$ cat config.mk
export PLATFORM = sky130hd
export DESIGN_NAME = fip_front
export DESIGN_NICKNAME = d
export VERILOG_FILES = /design/src/rtl/fip_pkg.sv /design/src/rtl/fip_front.sv
export SDC_FILE = /design/constraint.sdc
export NUM_CORES = 1
export LEC_CHECK = 0
export BUFFER_PORTS_ARGS = -buffer_cell sky130_fd_sc_hd__buf_4
export CORE_MARGIN = 4
export CORE_UTILIZATION = 41
export DETAILED_ROUTE_END_ITERATION = 12
export PLACE_DENSITY = 0.92
export SLEW_MARGIN = 30
export SYNTH_ARGS = -nofsm -noshare
export SYNTH_HDL_FRONTEND = slang
export SYNTH_SLANG_ARGS = --single-unit
$ cat constraint.sdc
create_clock -name vclk -period 4.5
set_clock_uncertainty 0.1 [all_clocks]
set_input_delay 0.225 -clock vclk [all_inputs]
set_output_delay 0.225 -clock vclk [all_outputs]
set_load 0.005 [all_outputs]
$ cat src/rtl/fip_pkg.sv
// shared types and constants for the flywheel incremental pid block
// no dependencies; imported by every module of the block
package fip_pkg;

	localparam int MOTOR_W   = 12;
	localparam int CHAN_W    = 4;
	localparam int SPEED_W   = 16;
	localparam int ERR_W     = 17;
	localparam int DERIV_W   = 18;
	localparam int INTEG_W   = 32;
	localparam int DRIVE_W   = 16;
	localparam int GAIN_W    = 16;
	localparam int DB_W      = 15;
	localparam int CMD_W     = 8;
	localparam int REG_IDX_W = 3;
	localparam int REG_DAT_W = 16;
	localparam int Q_DEPTH   = 2;

	typedef enum logic [REG_IDX_W-1:0] {
		REG_TARGET  = 3'd0,
		REG_DEADBND = 3'd1,
		REG_KP      = 3'd2,
		REG_KI      = 3'd3,
		REG_KD      = 3'd4,
		REG_LEFT    = 3'd5,
		REG_RIGHT   = 3'd6,
		REG_REVERSE = 3'd7
	} fip_reg_t;

	typedef enum logic [2:0] {
		ST_IDLE,
		ST_INTEG,
		ST_MUL,
		ST_SUM,
		ST_TOTAL,
		ST_CLAMP,
		ST_EMIT
	} fip_state_t;

	typedef struct packed {
		logic                      side;
		logic signed [SPEED_W-1:0] measured_speed;
	} fip_in_t;

	typedef struct packed {
		logic [CHAN_W-1:0]       motor_channel;
		logic signed [CMD_W-1:0] motor_speed;
		logic                    last;
	} fip_out_t;

	typedef struct packed {
		logic signed [SPEED_W-1:0] target_speed;
		logic [DB_W-1:0]           deadband;
		logic [GAIN_W-1:0]         kp_gain;
		logic [GAIN_W-1:0]         ki_gain;
		logic [GAIN_W-1:0]         kd_gain;
		logic [MOTOR_W-1:0]        left_motor_mask;
		logic [MOTOR_W-1:0]        right_motor_mask;
		logic [MOTOR_W-1:0]        reverse_motor_mask;
	} fip_cfg_t;

	typedef struct packed {
		logic                    side;
		logic signed [ERR_W-1:0] err;
		logic                    update;
		logic                    in_window;
	} fip_item_t;

endpackage

$ cat src/rtl/fip_front.sv
// front end: accepts measurements, forms the error and classifies it
// depends on fip_pkg
module fip_front #(
	parameter int INTEGRAL_WINDOW = 3000
) (
	input  logic               meas_valid,
	output logic               meas_ready,
	input  fip_pkg::fip_in_t   meas,
	input  fip_pkg::fip_cfg_t  cfg,
	input  logic               q_full,
	output logic               q_push,
	output fip_pkg::fip_item_t q_item
);
	import fip_pkg::*;

	localparam logic [ERR_W-1:0] WINDOW = ERR_W'(INTEGRAL_WINDOW);

	logic signed [ERR_W-1:0] err;
	logic [ERR_W-1:0]        mag;

	always_comb begin
		err = {cfg.target_speed[SPEED_W-1], cfg.target_speed}
			- {meas.measured_speed[SPEED_W-1], meas.measured_speed};
		mag = err[ERR_W-1] ? ERR_W'(-err) : ERR_W'(err);
		q_item.side      = meas.side;
		q_item.err       = err;
		q_item.update    = mag > {{(ERR_W-DB_W){1'b0}}, cfg.deadband};
		q_item.in_window = mag < WINDOW;
	end

	assign meas_ready = !q_full;
	assign q_push     = meas_valid && !q_full;

endmodule

Word-level counts from Yosys, hierarchy flattened
Cells that the tools add are included.
- register bits after elaboration: 0
- bits of input ports: 134
- output and inout port bits: 22
- word-level logic and storage cells: 7
- add/subtract/negate cells: 2
- order comparisons: 2
- muxes and demuxes: 1
- reduce and logical (&&, ||, !) cells: 2
- operators by type and width (kind ; count):
    $gt 17x15->1 ; 1
    $lt 17x12->1 const B ; 1
    $mux 17 ; 1
    $neg 17->17 ; 1
    $sub 16x16->17 ; 1
    $logic_and 1x1->1 ; 1
    $logic_not 1->1 ; 1

Longest topological paths before layout
- word-level depth: 4
- mapped depth: 23
- gate-level depth less buffers: 22

Worst setup path before layout
OpenSTA, ideal clock, no wires.
- path kind: input port to output port
- start: in cfg[99] (netlist name)
- end: out q_item[1] (netlist name)
- arrival: 3.589 ns
- required time: 4.175 ns
- setup slack: 0.586 ns
- stages on the path: 23
- path through: inv_1 > ha_1 > fa_1 > nand2b_1 > a21oi_1 > o211ai_1 > nand4_1 > and2_1 > inv_1 > buf_6 > nand2_1 > o21ai_0 > ha_1 > nor2b_1 > o21a_1 > o21a_1 > o21a_1 > o21a_1 > o21ai_0 > a21oi_1 > o21ai_0 > nand3_1 > a21o_1
- RTL lines (item ; line ; source):
    start: declaration ; fip_front.sv:9 ; input fip_pkg::fip_cfg_t cfg,
    end: declaration ; fip_front.sv:12 ; output fip_pkg::fip_item_t q_item

==> run_results.csv <==
group,metric,value,unit
sta,slew_headroom,58.0,%
floorplanning,fp.dieH,76.0,um
sta,hold_viol_final,0,
route,drcViolationCount,0,
global_routing,grt_pass1_wl,8.39,mm
final_layout,regArea,0,sq um
floorplanning,core_area,4410,sq um
setup_path,crit_chain,"buf_4, ha_1, fa_1, nand2b_4, a21oi_4, o211ai_1, nand4_1, and2_1, inv_1, nand2_1, o21ai_1, ha_1, nor2b_1, o21a_1, o21a_1, o21a_1, o21a_1, o21ai_0, a21oi_1, o21ai_0, nand3_1, a21o_1, buf_4",
route,ant_nets,0,
setup_path,crit_path_end_kind,"primary output",
synth,synth_nets,438,
floorplanning,die-area,5770,sq um
setup_path,cp_common_cell,"o21a_1",
setup_path,critPathMaxFanout,4,
synth,yosysWarnings,0,
setup_path,cpPeakStageDelay,410,ps
sta,slew_violations,0,
setup_path,crit_family,"compound AO/OA/AOI/OAI gates",
sta,period_share,94.1,%
floorplanning,die_w,76.0,um
synth,synth.largest_area_cell,"ha_1",
flow_run,maxCapViolations,0,
setup_path,cp_slowest_cell,"fa_1",
final_layout,final_cells,393,
synth,ys_top_cells_by_area,"ha_1, inv_1, xnor2_1",
synth,syn_area_per_cell,6.99,sq um
placed_design,io_buffers,70,
sta,worst_pin_slew,627,ps
hold_path,hp-class,"in -> out",
placed_design,place_congestion,0.955,
synth,synth_top_area_share,21.2,%
synth,synth_commonest_cells,"inv_1, ha_1, nor2_1, a21oi_1",
global_routing,grt_overflow,0,
sta,finalHoldWorstSlack,350,ps
final_layout,area_growth,33.6,%
setup_path,critPathBufInv,3,
final_layout,seq_cell_count,0,
synth,netlist_instances,271,
route,finalWirelength,4.93,mm
synth,yosysMostFrequentCell,"inv_1",
route,first_pass_iters,4,
clocking,cts_hold_buf,0,
outcome,status,"finished, final reports clean",
power_and_ir_drop,power.leakage,1.29,nW
final_layout,final_nets,510,
synth,synth_cell_types,57,
final_layout,design_area,2530,sq um
floorplanning,initial_core_util,42.9,%
sta,rsz0062_at_grt,"false",
route,post_drt_wl_per_cell,12.5,um
setup_path,crit_type,"in -> out",
synth,synth-seq-area-share,0,%
power_and_ir_drop,powerDensity,226,nW/um^2
route,vias_per_cell,5.37,
setup_path,start_kind,"primary input",
global_routing,antenna_found_initial,0,
placed_design,placed_cell_area,2470,sq um
synth,syn_area,1890,sq um
sta,fmax,236,MHz
floorplanning,io_pins,156,
final_layout,drive_gt1_share,28.4,%
route,drtIter0Drc,100,
setup_path,worstPathRequired,4180,ps
final_layout,antenna_cells,0,
floorplanning,row_count,24,
setup_path,cp.arrival,3910,ps
power_and_ir_drop,peakVddDrop,109,uV
sta,period_needed,4230,ps
route,num_vias,2112,
placed_design,hpwl,4.33,mm
sta,fin_setup_tns,0,ps
global_routing,first_global_vias,1918,
global_routing,grt_max_degree,13,
final_layout,clkbuf_count,0,
sta,setup_viol,0,
placed_design,placed_cells,393,
global_routing,track_usage,15.9,%
repair_timing:
action,CTS,global route
resized for setup,0,11
endpoints found under the setup margin,0,1
setup buffers,0,0
final timing paths:
check / startpoint / end / slack [ps] / cells after the start
setup / recovery: meas[0] / q_item[1] / 270 / 23
hold / removal: meas[16] / q_item[19] / 350 / 0
power breakdown:
group / internal, mW / leakage [nW] / switching (mW) / total, mW
Clock: 0 / 0 / 0 / 0
Sequential: 0 / 0 / 0 / 0
Combinational: 0.275 / 1.29 / 0.296 / 0.571
cell type report:
cell class	instances	area, sq um
fill	414	1890
timing repair buffer	76	571
inverter	42	158
multi-input combinational	223	1740
tap	52	65.1
metrics by stage:
stage / power, mW / setup WS, ps / utilization [%]
after floorplan: 0.378 / 586 / -
after global placement: 0.534 / 192 / 56.0
after detailed placement: 0.553 / 96.9 / 56.0
after CTS: 0.556 / 77.8 / 56.0
after global routing: 0.635 / 23.9 / 57.3
final: 0.571 / 266 / 57.3
cell usage in the layout (no fill, tap or decap), types with 2 or more instances in the layout:
master / count
o21ai_0: 12
buf_4: 76
nand2_1: 11
xnor2_1: 12
nand4_1: 4
o21a_1: 9
nor3_1: 8
nand2b_1: 3
a31oi_1: 4
or4_4: 2
nand3_1: 9
o21ai_1: 5
ha_1: 32
a21o_1: 6
nor2b_1: 8
a21oi_1: 15
o211ai_1: 4
or3_1: 3
a211oi_1: 2
xor2_1: 9
and2_1: 7
inv_1: 42
nor2_1: 20
xnor2_2: 2
cells by family after synthesis:
group,count (synthesis),share of synthesized area (%)
AND/OR/NAND/NOR,89,25.7
AO/OA/AOI/OAI,76,28.4
buffers and inverters,48,11.3
adder cells (fa/ha/maj),33,22.2
XOR/XNOR,24,11.9
multiplexers,1,0.529
metal layers:
metal	GRT usage [%]	share of wire [%]	vias up
met5	0	0	-
met4	0.356	0	0
met3	2.61	8.4	0
met2	27.1	47	71
met1	22.0	45	936
li1	-	-	1105
(Power assumes the default switching activity.)
