## src/rtl/fip_pkg.sv

```systemverilog
// shared types and constants for the flywheel incremental pid block
// no dependencies; imported by every module of the block
package fip_pkg;

	localparam int MOTOR_W   = 12;
	localparam int CHAN_W    = 4;
	localparam int SPEED_W   = 16;
	localparam int ERR_W     = 17;
	localparam int DERIV_W   = 18;
	localparam int INTEG_W   = 32;
	localparam int DRIVE_W   = 16;
	localparam int GAIN_W    = 16;
	localparam int DB_W      = 15;
	localparam int CMD_W     = 8;
	localparam int REG_IDX_W = 3;
	localparam int REG_DAT_W = 16;
	localparam int Q_DEPTH   = 2;

	typedef enum logic [REG_IDX_W-1:0] {
		REG_TARGET  = 3'd0,
		REG_DEADBND = 3'd1,
		REG_KP      = 3'd2,
		REG_KI      = 3'd3,
		REG_KD      = 3'd4,
		REG_LEFT    = 3'd5,
		REG_RIGHT   = 3'd6,
		REG_REVERSE = 3'd7
	} fip_reg_t;

	typedef enum logic [2:0] {
		ST_IDLE,
		ST_INTEG,
		ST_MUL,
		ST_SUM,
		ST_TOTAL,
		ST_CLAMP,
		ST_EMIT
	} fip_state_t;

	typedef struct packed {
		logic                      side;
		logic signed [SPEED_W-1:0] measured_speed;
	} fip_in_t;

	typedef struct packed {
		logic [CHAN_W-1:0]       motor_channel;
		logic signed [CMD_W-1:0] motor_speed;
		logic                    last;
	} fip_out_t;

	typedef struct packed {
		logic signed [SPEED_W-1:0] target_speed;
		logic [DB_W-1:0]           deadband;
		logic [GAIN_W-1:0]         kp_gain;
		logic [GAIN_W-1:0]         ki_gain;
		logic [GAIN_W-1:0]         kd_gain;
		logic [MOTOR_W-1:0]        left_motor_mask;
		logic [MOTOR_W-1:0]        right_motor_mask;
		logic [MOTOR_W-1:0]        reverse_motor_mask;
	} fip_cfg_t;

	typedef struct packed {
		logic                    side;
		logic signed [ERR_W-1:0] err;
		logic                    update;
		logic                    in_window;
	} fip_item_t;

endpackage

```

## src/rtl/fip_queue.sv

```systemverilog
// short queue between the front end and the update engine
// depends on fip_pkg
module fip_queue (
	input  logic               clk,
	input  logic               arst_n,
	input  logic               push,
	input  fip_pkg::fip_item_t push_item,
	output logic               full,
	input  logic               pop,
	output logic               avail,
	output fip_pkg::fip_item_t pop_item
);
	import fip_pkg::*;

	localparam int PTR_W = (Q_DEPTH > 1) ? $clog2(Q_DEPTH) : 1;
	localparam int CNT_W = $clog2(Q_DEPTH + 1);

	fip_item_t         mem_q [Q_DEPTH];
	logic [PTR_W-1:0]  wr_ptr_q;
	logic [PTR_W-1:0]  rd_ptr_q;
	logic [CNT_W-1:0]  count_q;

	assign full     = count_q == CNT_W'(Q_DEPTH);
	assign avail    = count_q != '0;
	assign pop_item = mem_q[rd_ptr_q];

	always_ff @(posedge clk) begin
		if (push) begin
			mem_q[wr_ptr_q] <= push_item;
		end
	end

	always_ff @(posedge clk or negedge arst_n) begin
		if (!arst_n) begin
			wr_ptr_q <= '0;
			rd_ptr_q <= '0;
			count_q  <= '0;
		end else begin
			if (push) begin
				wr_ptr_q <= (wr_ptr_q == PTR_W'(Q_DEPTH - 1)) ? '0 : wr_ptr_q + 1'b1;
			end
			if (pop) begin
				rd_ptr_q <= (rd_ptr_q == PTR_W'(Q_DEPTH - 1)) ? '0 : rd_ptr_q + 1'b1;
			end
			if (push && !pop) begin
				count_q <= count_q + 1'b1;
			end else if (pop && !push) begin
				count_q <= count_q - 1'b1;
			end
		end
	end

endmodule

```

## config.mk

```make
export PLATFORM = sky130hd
export DESIGN_NAME = fip_queue
export DESIGN_NICKNAME = d
export VERILOG_FILES = /design/src/rtl/fip_pkg.sv /design/src/rtl/fip_queue.sv
export SDC_FILE = /design/constraint.sdc
export NUM_CORES = 1
export LEC_CHECK = 0
export ABC_AREA = 1
export BUFFER_PORTS_ARGS = -buffer_cell sky130_fd_sc_hd__buf_2
export CAP_MARGIN = 30
export CORE_ASPECT_RATIO = 0.8
export CORE_MARGIN = 3
export CORE_UTILIZATION = 51
export CTS_CLUSTER_SIZE = 10
export DETAILED_ROUTE_END_ITERATION = 12
export GPL_TIMING_DRIVEN = 0
export PLACE_DENSITY_LB_ADDON = 0.05
export SYNTH_ARGS = -nofsm -noshare
export SYNTH_HDL_FRONTEND = slang
export SYNTH_SLANG_ARGS = --single-unit
```

## constraint.sdc

```tcl
create_clock -name clk -period 2.05 [get_ports clk]
set_clock_uncertainty 0.1 [all_clocks]
set_input_delay 0.1025 -clock clk [delete_from_list [all_inputs] [get_ports clk]]
set_output_delay 0.1025 -clock clk [all_outputs]
set_load 0.01 [all_outputs]
```

; Yosys cells after proc, flatten, opt, wreduce, memory -nomap -nowiden
; Memories as Yosys holds them, arrays and structs flattened.
; Cells that the tools add are included.
[totals]
ramBits = 40
wordCells = 21
mem_count = 1
register_bits = 4
output_inout_bits = 22
[mem_list]
columns = name, words, width, rd, rd_ports_with_merged_regs, wr, line
row1 = mem_q, 2, 20, 1, 0, 1, fip_queue.sv:18  ; fip_item_t mem_q [Q_DEPTH];
[op_classes]
reduce_logical = 6
addsub = 4
n_eq_ne = 1
mux = 6
[op_table]
columns = cell, n
row1 = two-way mux 1 bit, 4
row2 = two-way mux 2 bit, 2
row3 = nonzero test 2 bit, 2
row4 = "adder 1 bit, second input constant", 2
row5 = "adder 2 x 1 -> 2 bit, second input constant", 1
row6 = "equality test 2 bit, second input constant", 1
row7 = logical AND 1 bit, 2
row8 = zero test 1 bit, 2
row9 = "subtractor 2 x 1 -> 2 bit, second input constant", 1

; Logic depth before layout (Yosys ltp)
[logic_depth]
ltp_word = 4
depth_mapped = 7
ltp_nobuf = 7

; Worst setup path after synthesis
; No wires, ideal clock.
[synth_path]
kind = register to register
start = register wr_ptr_q
end = memory mem_q[0][0] (netlist name), enable pin
required_ps = 1553
setup_time_ps = 397
setup_slack_ps = 284
synth_period_minus_slack_ps = 1766
stages_incl_launch_ff = 2
t_arrival_ps = 1269
path_cell_list = dfrtp_1 nor2_1
[synth_lines]
columns = item, line
row1 = start: declaration, fip_queue.sv:19  ; logic [PTR_W-1:0] wr_ptr_q;
row2 = start signal: assignment, fip_queue.sv:40  ; wr_ptr_q <= (wr_ptr_q == PTR_W'(Q_DEPTH - 1)) ? '0 : wr_ptr_q + 1'b1;
row3 = end: declaration, fip_queue.sv:18
; No word-level cell before the write port.

; Worst setup path after layout
[layout_path]
start = input push
end = memory mem_q[1][11] (netlist name), enable pin
[layout_between]
elab_chain_cells = 2
[layout_lines]
columns = item, line
row1 = start: declaration, fip_queue.sv:6  ; input logic push,
row2 = two-way mux 1 bit, fip_queue.sv:28  ; if (push) begin
row3 = two-way mux 1 bit (not written as such), fip_queue.sv:29  ; mem_q[wr_ptr_q] <= push_item;
; Every way passes these cells.

==> summary.log <==
INFO  setup_path     cp_data_arrival_time=1420ps
INFO  route          routed-via-count=964
INFO  route          detail_route.first_pass.iterations=4
INFO  floorplan      die-area=4124um2
INFO  power          combinational_power_share=35.7%
INFO  clock_network  postCtsResizedCells=0
INFO  clock_network  cts.htree.levels=2
INFO  floorplan      fp-row-count=18
INFO  clock_network  numCtsBuffers=5
INFO  power          sequentialPowerShare=46.6%
INFO  sta            finalWorstPathRequiredPeriod=1599ps
INFO  power          design_power_total=2747uW
INFO  power          vdd.ir_drop.worst=0.0007722V
INFO  setup_path     cp_peak_stage_delay=600ps
INFO  route          post-route-drc-count=0
INFO  sta            finalSetupTns=0ps
INFO  yosys          synth.ff_latch_count=44
INFO  sta            slew_violations=0
INFO  setup_path     critical_path_buf_inv_count=3
INFO  run_status     status=complete, no violations
INFO  clock_network  cts_hold_buf=23
INFO  clock_network  ctsLongestPathBuffers=2
INFO  global_route   grt_pass1_wl=4443um
INFO  placement      io_buffers=45
INFO  floorplan      fp.coreArea=3153um2
INFO  global_route   grt_max_degree=21
INFO  layout         nNetsFinal=188
INFO  sta            unrepaired_setup_endpoints_after_global_routing=false
INFO  route          drt-wirelength-per-cell=13.81um
INFO  yosys          synthesis.nets=112
INFO  power          power_switching=785.0uW
INFO  yosys          synth.lib_cells_used.distinct=13
INFO  sta            worst_hold_slack=56.31ps
INFO  placement      place.detailed.hpwl=1786um
INFO  yosys          synth.cell_area=1727um2
INFO  layout         layout_commonest_cell=buf_2
INFO  clock_network  ctsRootBufferMaster=clkbuf_8
INFO  yosys          synthDominantAreaCellType=edfxtp_1
INFO  sta            setup_viol=0
INFO  yosys          syn_avg_cell_area=19.85um2
INFO  setup_path     crit_chain=dlygate4sd3_1 -> buf_2 -> nand2_1 -> inv_1
INFO  worst_hold_path hp-class=input port to asynchronous set/reset pin
INFO  sta            hold_viol=0
INFO  route          initial_drc_count=51
INFO  setup_path     worst_ep_required_time=1870ps
INFO  clock_network  numClockSinks=44
INFO  clock_network  clk_pin_slew=70ps
INFO  placement      finalWeightedCongestion=0.6750
INFO  route          detail-route-antenna-nets=0
INFO  route          route.final.wire_length=2804um
INFO  setup_path     category_of_the_most_critical_setup_path=input port to flip-flop
INFO  setup_path     crit_path_start_kind=input port
INFO  power          internal_power=1962uW
INFO  layout         synthesis_to_finish_area_growth=34.78%
INFO  setup_path     family_of_cells_with_the_greatest_summed_delay_on_the_critical_path=buffers and inverters
INFO  layout         most-common-layout-cells=buf_2, edfxtp_1, dlygate4sd3_1
INFO  clock_network  postCtsSetupRepairBufs=0
INFO  route          avgViaCountPerCell=4.749
INFO  yosys          synth.yosys.seq_area_share=75.36%
INFO  floorplan      die-width=71.06um
INFO  yosys          netlist_instances=87
INFO  floorplan      initial_utilization=54.76%
INFO  sta            fin_crit_sh=78.00%
INFO  sta            tightest_slew=821.6ps
INFO  clock_network  clock_insertion_delay_worst_skew=290ps
INFO  power          clockPowerShare=17.6%
INFO  clock_network  cts_tree=done
INFO  layout         antenna_cells_inserted=0
INFO  yosys          yosysWarningCount=0
INFO  yosys          synthTopCellsByArea=edfxtp_1, mux2_4, dfrtp_1
INFO  setup_path     crit_path_top_delay_cell=inv_1
INFO  global_route   number_of_antenna_violations_at_the_first_check_in_global_routing=0
INFO  floorplan      num_io_pins=46
INFO  global_route   via_count_of_the_first_global_routing_pass=1029
INFO  layout         final_layout_size_suffix_gt1_share=46.01%
INFO  global_route   globalRouteTotalUtil=15.12%
INFO  setup_path     worstPathMaxFanout=20
INFO  power          leakage=0.0009944uW
INFO  yosys          synth_top_area_share=69.57%
INFO  flow_run       cap_violations=0
INFO  global_route   globalRoute.totalOverflow=0
INFO  power          p_sw_share=28.58%
INFO  power          cellPowerDensity=1180nW/um2
INFO  sta            fmax=625.4MHz
INFO  sta            timing.slew.headroom=45.17%
INFO  floorplan      die_height=58.04um
INFO  setup_path     endpoint_kind=flip-flop
-- power groups by stage --
stage	Sequential (uW)	Clock (uW)	Combinational (uW)
2_1_floorplan	1280	0	668
3_3_place_gp	1290	0	934
3_5_place_dp	1300	0	959
4_1_cts	1280	498	997
5_1_grt	1300	538	1060
6_report	1280	484	981
-- stage by stage --
stage	cell area, um2	util, %	instances	worst slack, ps
finish	2327	73.81	203	451.1
floorplan	1727	-	87	284.0
CTS	2327	73.81	203	441.0
global placement	2002	63.49	172	-199.4
detailed placement	2019	64.05	173	500.1
global route	2327	73.81	203	360.3
-- registers in the layout, indices dropped and copies added, names as in the netlist --
signal and flops:
mem_q 40, rd_ptr_q 1, wr_ptr_q 1, count_q 2
-- metal layers --
layer  share of wire (%)  vias up  track usage, %  wire length, um
met5                   0        -               0                0
met3                 5.1        7           5.373              144
li1                    -      471               -                -
met2                  51       29           28.01             1436
met4                 2.4        0           8.043               67
met1                  41      457           14.80             1156
-- area by class of cell --
cell class / count / area (um2)
Inverter: 7 / 26.28
Tap cell: 40 / 50.05
Timing Repair Buffer: 69 / 470.5
Clock inverter: 1 / 5.005
Clock buffer: 6 / 72.57
Multi-Input combinational cell: 34 / 379.1
Buffer: 2 / 22.52
Fill cell: 211 / 825.8
Sequential cell: 44 / 1301
-- cells by family after synthesis --
kind of cell | synth area share, %
DFF | 75.36
muxes | 17.17
and+or+nand+nor | 2.391
buffers and inverters | 2.826
xor gates and xnor gates | 1.522
adders and majority gates | 0.7245
-- path summary, 6_finish.rpt --
| kind | cells after the start | slack [ps] | start | endpoint |
|---|---|---|---|---|
| worst min register to register | 2 | 400 | count_q[1] | count_q[1] |
| max in group asynchronous | 2 | 1670 | arst_n | count_q[1] |
| worst max-delay path | 4 | 450 | push | mem_q[1][11] |
| min in group clk | 2 | 400 | count_q[1] | count_q[1] |
| worst min-delay path | 2 | 60 | arst_n | count_q[0] |
| worst max register to register | 2 | 500 | wr_ptr_q | mem_q[1][11] |
-- Yosys cell counts --
| master | instances |
|---|---|
| nand3_1 | 1 |
| nand4_1 | 1 |
| xnor2_1 | 1 |
| dfrtp_1 | 4 |
| edfxtp_1 | 40 |
| inv_1 | 7 |
| mux2_2 | 1 |
| nor2_1 | 2 |
| mux2_4 | 19 |
| xor2_1 | 2 |
| buf_6 | 2 |
| ha_1 | 1 |
| nand2_1 | 6 |
Power figures use the tool's default switching activity.
