### src/rtl/fip_pkg.sv
// shared types and constants for the flywheel incremental pid block
// no dependencies; imported by every module of the block
package fip_pkg;

	localparam int MOTOR_W   = 12;
	localparam int CHAN_W    = 4;
	localparam int SPEED_W   = 16;
	localparam int ERR_W     = 17;
	localparam int DERIV_W   = 18;
	localparam int INTEG_W   = 32;
	localparam int DRIVE_W   = 16;
	localparam int GAIN_W    = 16;
	localparam int DB_W      = 15;
	localparam int CMD_W     = 8;
	localparam int REG_IDX_W = 3;
	localparam int REG_DAT_W = 16;
	localparam int Q_DEPTH   = 2;

	typedef enum logic [REG_IDX_W-1:0] {
		REG_TARGET  = 3'd0,
		REG_DEADBND = 3'd1,
		REG_KP      = 3'd2,
		REG_KI      = 3'd3,
		REG_KD      = 3'd4,
		REG_LEFT    = 3'd5,
		REG_RIGHT   = 3'd6,
		REG_REVERSE = 3'd7
	} fip_reg_t;

	typedef enum logic [2:0] {
		ST_IDLE,
		ST_INTEG,
		ST_MUL,
		ST_SUM,
		ST_TOTAL,
		ST_CLAMP,
		ST_EMIT
	} fip_state_t;

	typedef struct packed {
		logic                      side;
		logic signed [SPEED_W-1:0] measured_speed;
	} fip_in_t;

	typedef struct packed {
		logic [CHAN_W-1:0]       motor_channel;
		logic signed [CMD_W-1:0] motor_speed;
		logic                    last;
	} fip_out_t;

	typedef struct packed {
		logic signed [SPEED_W-1:0] target_speed;
		logic [DB_W-1:0]           deadband;
		logic [GAIN_W-1:0]         kp_gain;
		logic [GAIN_W-1:0]         ki_gain;
		logic [GAIN_W-1:0]         kd_gain;
		logic [MOTOR_W-1:0]        left_motor_mask;
		logic [MOTOR_W-1:0]        right_motor_mask;
		logic [MOTOR_W-1:0]        reverse_motor_mask;
	} fip_cfg_t;

	typedef struct packed {
		logic                    side;
		logic signed [ERR_W-1:0] err;
		logic                    update;
		logic                    in_window;
	} fip_item_t;

endpackage

### src/rtl/fip_back.sv
// back end: per-side pid state update and serial channel fan-out
// depends on fip_pkg
module fip_back #(
	parameter int NUM_MOTORS  = 12,
	parameter int DRIVE_LIMIT = 127
) (
	input  logic               clk,
	input  logic               arst_n,
	input  fip_pkg::fip_cfg_t  cfg,
	input  logic               q_avail,
	input  fip_pkg::fip_item_t q_item,
	output logic               q_pop,
	output logic               cmd_valid,
	input  logic               cmd_ready,
	output fip_pkg::fip_out_t  cmd
);
	import fip_pkg::*;

	localparam int CH    = (NUM_MOTORS < MOTOR_W) ? NUM_MOTORS : MOTOR_W;
	localparam int IDX_W = (CH > 1) ? $clog2(CH) : 1;
	localparam int PKP_W = GAIN_W + 1 + ERR_W;
	localparam int PKD_W = GAIN_W + 1 + DERIV_W;
	localparam int PKI_W = GAIN_W + 1 + INTEG_W;
	localparam int TW    = PKI_W + 2;
	localparam int QW    = TW - 16;
	localparam logic signed [QW-1:0] LIM = QW'(DRIVE_LIMIT);

	fip_state_t state_q, state_nx;

	fip_item_t                 cur_q;
	logic signed [INTEG_W-1:0] integ_q [2];
	logic signed [ERR_W-1:0]   prev_q  [2];
	logic signed [DRIVE_W-1:0] drive_q [2];
	logic signed [INTEG_W-1:0] integ_cur_q;
	logic signed [DERIV_W-1:0] deriv_q;
	logic signed [PKP_W-1:0]   pkp_q;
	logic signed [PKD_W-1:0]   pkd_q;
	logic signed [PKI_W-1:0]   pki_q;
	logic signed [TW-1:0]      part_q;
	logic signed [TW-1:0]      total_q;
	logic [CH-1:0]             scan_q;
	fip_out_t                  out_q;
	logic                      out_valid_q;

	logic                      emit;
	logic                      out_free;
	logic signed [INTEG_W:0]   acc;
	logic signed [INTEG_W-1:0] integ_nx;
	logic signed [PKP_W-1:0]   mkp;
	logic signed [PKD_W-1:0]   mkd;
	logic signed [PKI_W-1:0]   mki;
	logic signed [DRIVE_W-1:0] drv;
	logic signed [QW-1:0]      quo;
	logic signed [QW-1:0]      quo_cl;
	logic [IDX_W-1:0]          idx;
	logic [CH-1:0]             scan_rest;
	logic [CH-1:0]             mask_pop;
	logic [CH-1:0]             mask_cur;
	logic signed [CMD_W-1:0]   drv8;

	assign out_free  = !out_valid_q || cmd_ready;
	assign cmd_valid = out_valid_q;
	assign cmd       = out_q;
	assign drv       = drive_q[cur_q.side];
	assign mask_pop  = q_item.side ? cfg.right_motor_mask[CH-1:0]
		: cfg.left_motor_mask[CH-1:0];
	assign mask_cur  = cur_q.side ? cfg.right_motor_mask[CH-1:0]
		: cfg.left_motor_mask[CH-1:0];

	always_comb begin
		acc = {integ_q[cur_q.side][INTEG_W-1], integ_q[cur_q.side]}
			+ {{(INTEG_W+1-ERR_W){cur_q.err[ERR_W-1]}}, cur_q.err};
		if (cfg.ki_gain == '0 || !cur_q.in_window) begin
			integ_nx = '0;
		end else if (acc[INTEG_W] != acc[INTEG_W-1]) begin
			integ_nx = acc[INTEG_W] ? {1'b1, {(INTEG_W-1){1'b0}}}
				: {1'b0, {(INTEG_W-1){1'b1}}};
		end else begin
			integ_nx = acc[INTEG_W-1:0];
		end
		mkp = $signed({1'b0, cfg.kp_gain}) * cur_q.err;
		mkd = $signed({1'b0, cfg.kd_gain}) * deriv_q;
		mki = $signed({1'b0, cfg.ki_gain}) * integ_cur_q;
		quo = total_q[TW-1:16];
		if (total_q[TW-1] && (total_q[15:0] != '0)) begin
			quo = quo + 1'b1;
		end
		if (quo > LIM) begin
			quo_cl = LIM;
		end else if (quo < -LIM) begin
			quo_cl = -LIM;
		end else begin
			quo_cl = quo;
		end
	end

	// lowest pending channel first
	always_comb begin
		idx = '0;
		for (int i = CH - 1; i >= 0; i--) begin
			if (scan_q[i]) begin
				idx = IDX_W'(i);
			end
		end
		scan_rest      = scan_q;
		scan_rest[idx] = 1'b0;
		drv8           = drv[CMD_W-1:0];
	end

	always_comb begin
		state_nx = state_q;
		q_pop    = 1'b0;
		emit     = 1'b0;
		unique case (state_q)
			ST_IDLE: begin
				if (q_avail) begin
					q_pop    = 1'b1;
					state_nx = q_item.update ? ST_INTEG : ST_EMIT;
				end
			end
			ST_INTEG: state_nx = ST_MUL;
			ST_MUL:   state_nx = ST_SUM;
			ST_SUM:   state_nx = ST_TOTAL;
			ST_TOTAL: state_nx = ST_CLAMP;
			ST_CLAMP: state_nx = ST_EMIT;
			ST_EMIT: begin
				if (scan_q == '0) begin
					state_nx = ST_IDLE;
				end else if (out_free) begin
					emit = 1'b1;
					if (scan_rest == '0) begin
						state_nx = ST_IDLE;
					end
				end
			end
			default: state_nx = ST_IDLE;
		endcase
	end

	always_ff @(posedge clk or negedge arst_n) begin
		if (!arst_n) begin
			state_q <= ST_IDLE;
		end else begin
			state_q <= state_nx;
		end
	end

	always_ff @(posedge clk or negedge arst_n) begin
		if (!arst_n) begin
			integ_q     <= '{default: '0};
			prev_q      <= '{default: '0};
			drive_q     <= '{default: '0};
			out_valid_q <= 1'b0;
		end else begin
			if (state_q == ST_INTEG) begin
				integ_q[cur_q.side] <= integ_nx;
				prev_q[cur_q.side]  <= cur_q.err;
			end
			if (state_q == ST_CLAMP) begin
				drive_q[cur_q.side] <= DRIVE_W'(quo_cl);
			end
			if (emit) begin
				out_valid_q <= 1'b1;
			end else if (cmd_ready) begin
				out_valid_q <= 1'b0;
			end
		end
	end

	always_ff @(posedge clk) begin
		if (q_pop) begin
			cur_q  <= q_item;
			scan_q <= mask_pop;
		end
		if (state_q == ST_INTEG) begin
			integ_cur_q <= integ_nx;
			deriv_q     <= {cur_q.err[ERR_W-1], cur_q.err}
				- {prev_q[cur_q.side][ERR_W-1], prev_q[cur_q.side]};
		end
		if (state_q == ST_MUL) begin
			pkp_q <= mkp;
			pkd_q <= mkd;
			pki_q <= mki;
		end
		if (state_q == ST_SUM) begin
			part_q <= {{(TW-PKP_W){pkp_q[PKP_W-1]}}, pkp_q}
				+ {{(TW-PKD_W){pkd_q[PKD_W-1]}}, pkd_q}
				+ {{(TW-DRIVE_W-16){drv[DRIVE_W-1]}}, drv, 16'h0000};
		end
		if (state_q == ST_TOTAL) begin
			total_q <= part_q + {{(TW-PKI_W){pki_q[PKI_W-1]}}, pki_q};
		end
		if (state_q == ST_CLAMP) begin
			scan_q <= mask_cur;
		end
		if (emit) begin
			scan_q              <= scan_rest;
			out_q.motor_channel <= CHAN_W'(idx) + 1'b1;
			out_q.motor_speed   <= cfg.reverse_motor_mask[idx] ? -drv8 : drv8;
			out_q.last          <= scan_rest == '0;
		end
	end

endmodule

### config.mk
export PLATFORM = sky130hd
export DESIGN_NAME = fip_back
export DESIGN_NICKNAME = d
export VERILOG_FILES = /design/src/rtl/fip_pkg.sv /design/src/rtl/fip_back.sv
export SDC_FILE = /design/constraint.sdc
export NUM_CORES = 2
export LEC_CHECK = 0
export BUFFER_PORTS_ARGS = -buffer_cell sky130_fd_sc_hd__buf_4
export CORE_MARGIN = 2
export CORE_UTILIZATION = 50
export DETAILED_ROUTE_END_ITERATION = 8
export PLACE_DENSITY = 0.73
export SKIP_CTS_REPAIR_TIMING = 1
export SKIP_LAST_GASP = 1
export SLEW_MARGIN = 20
export SYNTH_ARGS = -nofsm -noshare
export SYNTH_HDL_FRONTEND = slang
export SYNTH_SLANG_ARGS = --single-unit
### constraint.sdc
create_clock -name clk -period 15.21 [get_ports clk]
set_input_delay 3.042 -clock clk [delete_from_list [all_inputs] [get_ports clk]]
set_output_delay 3.042 -clock clk [all_outputs]
set_load 0.05 [all_outputs]
== Word level (Yosys, flattened, before mapping) ==
Cells that the tools add are included.
Storage, ports and cells
  input bits: 139
  output and inout bits: 15
  register bits: 448
  bits in writable memories: 0
  logic and storage cells: 126
  memories: 0
  bits in read-only memories: 0
  bits in latches: 0
Cells by class
  add/subtract/negate cells: 8
  eq/ne operators: 10
  shifts and indexed selects: 0
  $lt $le $gt $ge: 6
  reductions and logical operators: 15
  multiplexer cells: 59
  div/mod/pow operators: 0
  bitwise logic cells: 3
  $mul: 3
Operators by type and width (count)
  $mux W32: 7
  $mux W16: 6
  $mux W17: 4
  $bwmux W64: 1
  $mux W12: 5
  $add A51 B51 Y51: 1
  $mul A17 B32 Y49: 1
  $mux W4: 12
  $add A36 B32 Y37: 1
  $add A34 B35 Y36: 1
  $add A35 B1 Y35 const B: 1
  $gt A35 B8 Y1 const B: 1
  $lt A35 B8 Y1 const B: 1
  $mul A17 B18 Y35: 1
  $mux W35: 1
  $bwmux W34: 1
  $mul A17 B17 Y34: 1
  $add A32 B17 Y33: 1
  $bwmux W32: 1
  $demux W32 S1: 1
  $logic_not A12 Y1: 2
  $pmux W3 S7: 1
  $sub A17 B17 Y18: 1
  $demux W17 S1: 1
  other kinds (30): 50

== Longest topological paths before layout ==
  depth after elaboration: 23
  mapped depth: 26
  depth with buffers taken out: 25

== Worst setup path after synthesis ==
OpenSTA, ideal clock, no wires.
  kind: input port to output port
  start: input port q_avail
  end: output port q_pop
  path buffers: 0
  data arrival time: 6593 ps
  setup slack: 5575 ps
  stages on the path: 1
  data required time: 12168 ps
  cells stage by stage: nor4b_1
Between the ends
  word-level cells in the longest chain between the ends: 2
RTL lines
  from (decl): RTL line fip_back.sv:10  | input logic q_avail,
  $mux W1: RTL line fip_back.sv:116  | if (q_avail) begin
  $mux W1: RTL line fip_back.sv:114  | unique case (state_q)
  to (decl): RTL line fip_back.sv:12  | output logic q_pop,
No other way between the ends.

== Worst setup path in the final report ==
  start: input port cfg[54] (netlist bit)
  end: register pki_q[48], data pin
Between the ends
  word-level cells in the longest chain between the ends: 1
RTL lines
  from (decl): RTL line fip_back.sv:9  | input fip_pkg::fip_cfg_t cfg,
  $mul A17 B32 Y49: RTL line fip_back.sv:83  | mki = $signed({1'b0, cfg.ki_gain}) * integ_cur_q;
  named net mki[48]: RTL line fip_back.sv:51  | logic signed [PKI_W-1:0] mki;
  to (signal assigned): RTL line fip_back.sv:183  | pki_q <= mki;
  to (decl): RTL line fip_back.sv:38  | logic signed [PKI_W-1:0] pki_q;
The timed path passes the listed nets, and every way through them passes these cells.
A chain may end at the register's enable or synchronous reset.

==> results.toml <==
[placed_design]
portBuffers = 122
dpl_worst_slack_ps = 5000
place_hpwl_mm = 118
gp_congestion = 0.926

[final_layout]
fill_cells = 10900
drive_gt1_frac = 0.0575
layout_common_cells = "inv_1 (1276), fa_1 (1014), nand2_1 (822)"
area_growth_pct = 6.53
final_common_cell = "inv_1"
num-nets-final = 8154
seq_area_um2 = 12400
multi_input_area_um2 = 44500

[logic_synthesis]
synthesis.area_um2 = 62600
synth_seq_cells = 434
synthDistinctLibCells = 102
synthTopCellsByArea = "fa_1 (32%), edfxtp_1 (14%), ha_1 (9.8%)"
syn_nets = 8177
synth-async-reset-ratio = 0.309
yosysTopAreaCell = "fa_1"
yosysSeqAreaShare = 0.198
yosysTopAreaCellShare = 0.324
synth_edf_count = 300
synthCells = 6535
ys_warn_count = 0
synthFlopType = "edfxtp_1"
syn_area_per_cell_um2 = 9.58

[floorplanning]
pin_count = 154
die_w_um = 358
start_util = 0.505
rows = 129
die_y_um = 358
core_area_um2 = 124000
dieArea_um2 = 128000

[run]
drv_cap = 0

[grt]
grt_pass1_vias = 48400
grt_first_pass_wirelength_mm = 249
grt_util_all_layers = 0.244
antenna_found_initial = 5
grt_max_degree = 73
grt_overflow = 0

[timing]
worst_pin_slew_ps = 1000
fmax_ghz = 0.103
finalSetupViolations = 0
max-slew-margin-rel = 0.329
finalCritPeriodShare = 0.637
min_period_ps = 9690
rsz0062_at_grt = "no"
hold_violations = 0
fin_skew_ps = 61.1
worst_slack_ps = 5520
drv_slew = 0
fin_tns_setup_ps = 0

[worst_setup_path]
cp-start-kind = "primary input"
critPathKind = "in -> reg"
r2r_cells = 21
arrival_ps = 10050
cp-end-kind = "register"
crit_path_start = "cfg[54]"
path_max_fanout = 33
reg2reg_from = "integ_cur_q[9]$_DFFE_PP_"
required_ps = 15570

[cts]
numCtsBuffers = 50
ctsHtreeMaxLevel = 2
clock_sinks = 434
clockBufferDepth = 3
clk_pin_slew_ps = 60
cts-root-buf = "clkbuf_16"
clkLatencyLatePin_ps = 670
cts_tree = "done"

[run_status]
outcome = "complete, no violations"

[detailed_routing]
vias = 45400
drtIter0Drc = 3398
finalWirelength_mm = 151
drt-vias-per-instance = 5.54
routedWlPerCell_um = 18.4
dr.pass1.iters = 6
antenna_left = 0
drc = 0

[min_path]
worstHoldStart = "drive_q[15]$_DFFE_PN0P_"
hp-class = "reg -> reg"
min_path_cells = 2
## final timing paths
kind | slack [ps] | to
min in group asynchronous | 2410 | integ_q[59]$_DFFE_PN0P_
worst max-delay path | 5520 | pki_q[48]$_DFFE_PP_
worst min-delay path | 470 | drive_q[15]$_DFFE_PN0P_
max in group asynchronous | 11400 | drive_q[4]$_DFFE_PN0P_
worst max register to register | 7450 | pki_q[48]$_DFFE_PP_
worst min register to register | 470 | drive_q[15]$_DFFE_PN0P_
## critical path, stage by stage
cell and delay (ps):
buf_4 430, nand2_1 150, fa_1 540, fa_1 520
fa_1 510, inv_1 50, fa_1 520, fa_1 510
inv_1 50, fa_1 490, inv_1 60, ha_1 330
and2_1 220, a221o_1 360, a2111oi_0 450, a2bb2oi_1 250
a41oi_2 390, o211a_1 280, o21ai_1 140, a21o_1 250
a221oi_1 340, xnor2_1 140
## kinds of logic after synthesis
group                      count (synthesis)  synth area share
AOI/OAI and AO/OA                        819            0.0840
DFF                                      434             0.198
adders and majority gates               1503             0.422
and+or+nand+nor                         1914             0.151
xor gates and xnor gates                 238            0.0333
muxes                                    119            0.0206
buffers and inverters                   1508            0.0916
## stage by stage
stage | area [µm²] | cells | hold slack [ps] | util
after floorplan | 62600 | 6535 | 440 | -
after global placement | 64900 | 8097 | 452 | 0.524
after detailed placement | 64900 | 8097 | 463 | 0.524
after CTS | 66700 | 8191 | 478 | 0.538
after global routing | 66700 | 8191 | 496 | 0.538
final | 66700 | 8193 | 475 | 0.538
## routing by layer
layer	up-vias	wire, µm	global-route usage
met5	-	26	0
met4	4	5760	0.0900
met3	351	10000	0.0336
met2	1515	74000	0.421
met1	22900	61000	0.313
li1	20600	-	-
## state kept, by name, indices dropped and copies added, names as in the netlist, 34 cells and up
signal / cells
pkd_q: 35
pki_q: 49
pkp_q: 34
integ_q: 64
part_q: 37
prev_q: 34
total_q: 51
## synth_stat cells (29+ instances only)
| library cell | number |
|---|---|
| mux2_2 | 79 |
| xor2_1 | 64 |
| nand4_1 | 30 |
| nor4_1 | 29 |
| mux2i_1 | 40 |
| dfrtp_1 | 134 |
| inv_1 | 1276 |
| ha_1 | 489 |
| xnor2_1 | 174 |
| nand2b_1 | 48 |
| a211oi_1 | 37 |
| o21ai_0 | 200 |
| nor2_1 | 206 |
| o21bai_1 | 41 |
| fa_1 | 1014 |
| nor2b_1 | 43 |
| nor3_1 | 43 |
| edfxtp_1 | 300 |
| nand3_1 | 66 |
| nand2_1 | 823 |
| a21oi_1 | 215 |
| a21o_1 | 105 |
| clkbuf_1 | 210 |
| and2_1 | 524 |
## area by class of cell
| cell class | count | share of cell area |
|---|---|---|
| multi-input combinational | 4593 | 0.668 |
| sequential | 434 | 0.185 |
| inverter | 1276 | 0.0718 |
| tap | 1637 | 0.0307 |
| clock buffer | 60 | 0.0198 |
| timing repair buffer | 157 | 0.0179 |
| clock inverter | 34 | 0.00644 |
| antenna | 2 | 0.0000751 |
Power is not shown: default switching activity piles up to over one toggle a cycle in this logic, so the estimate is an artifact.
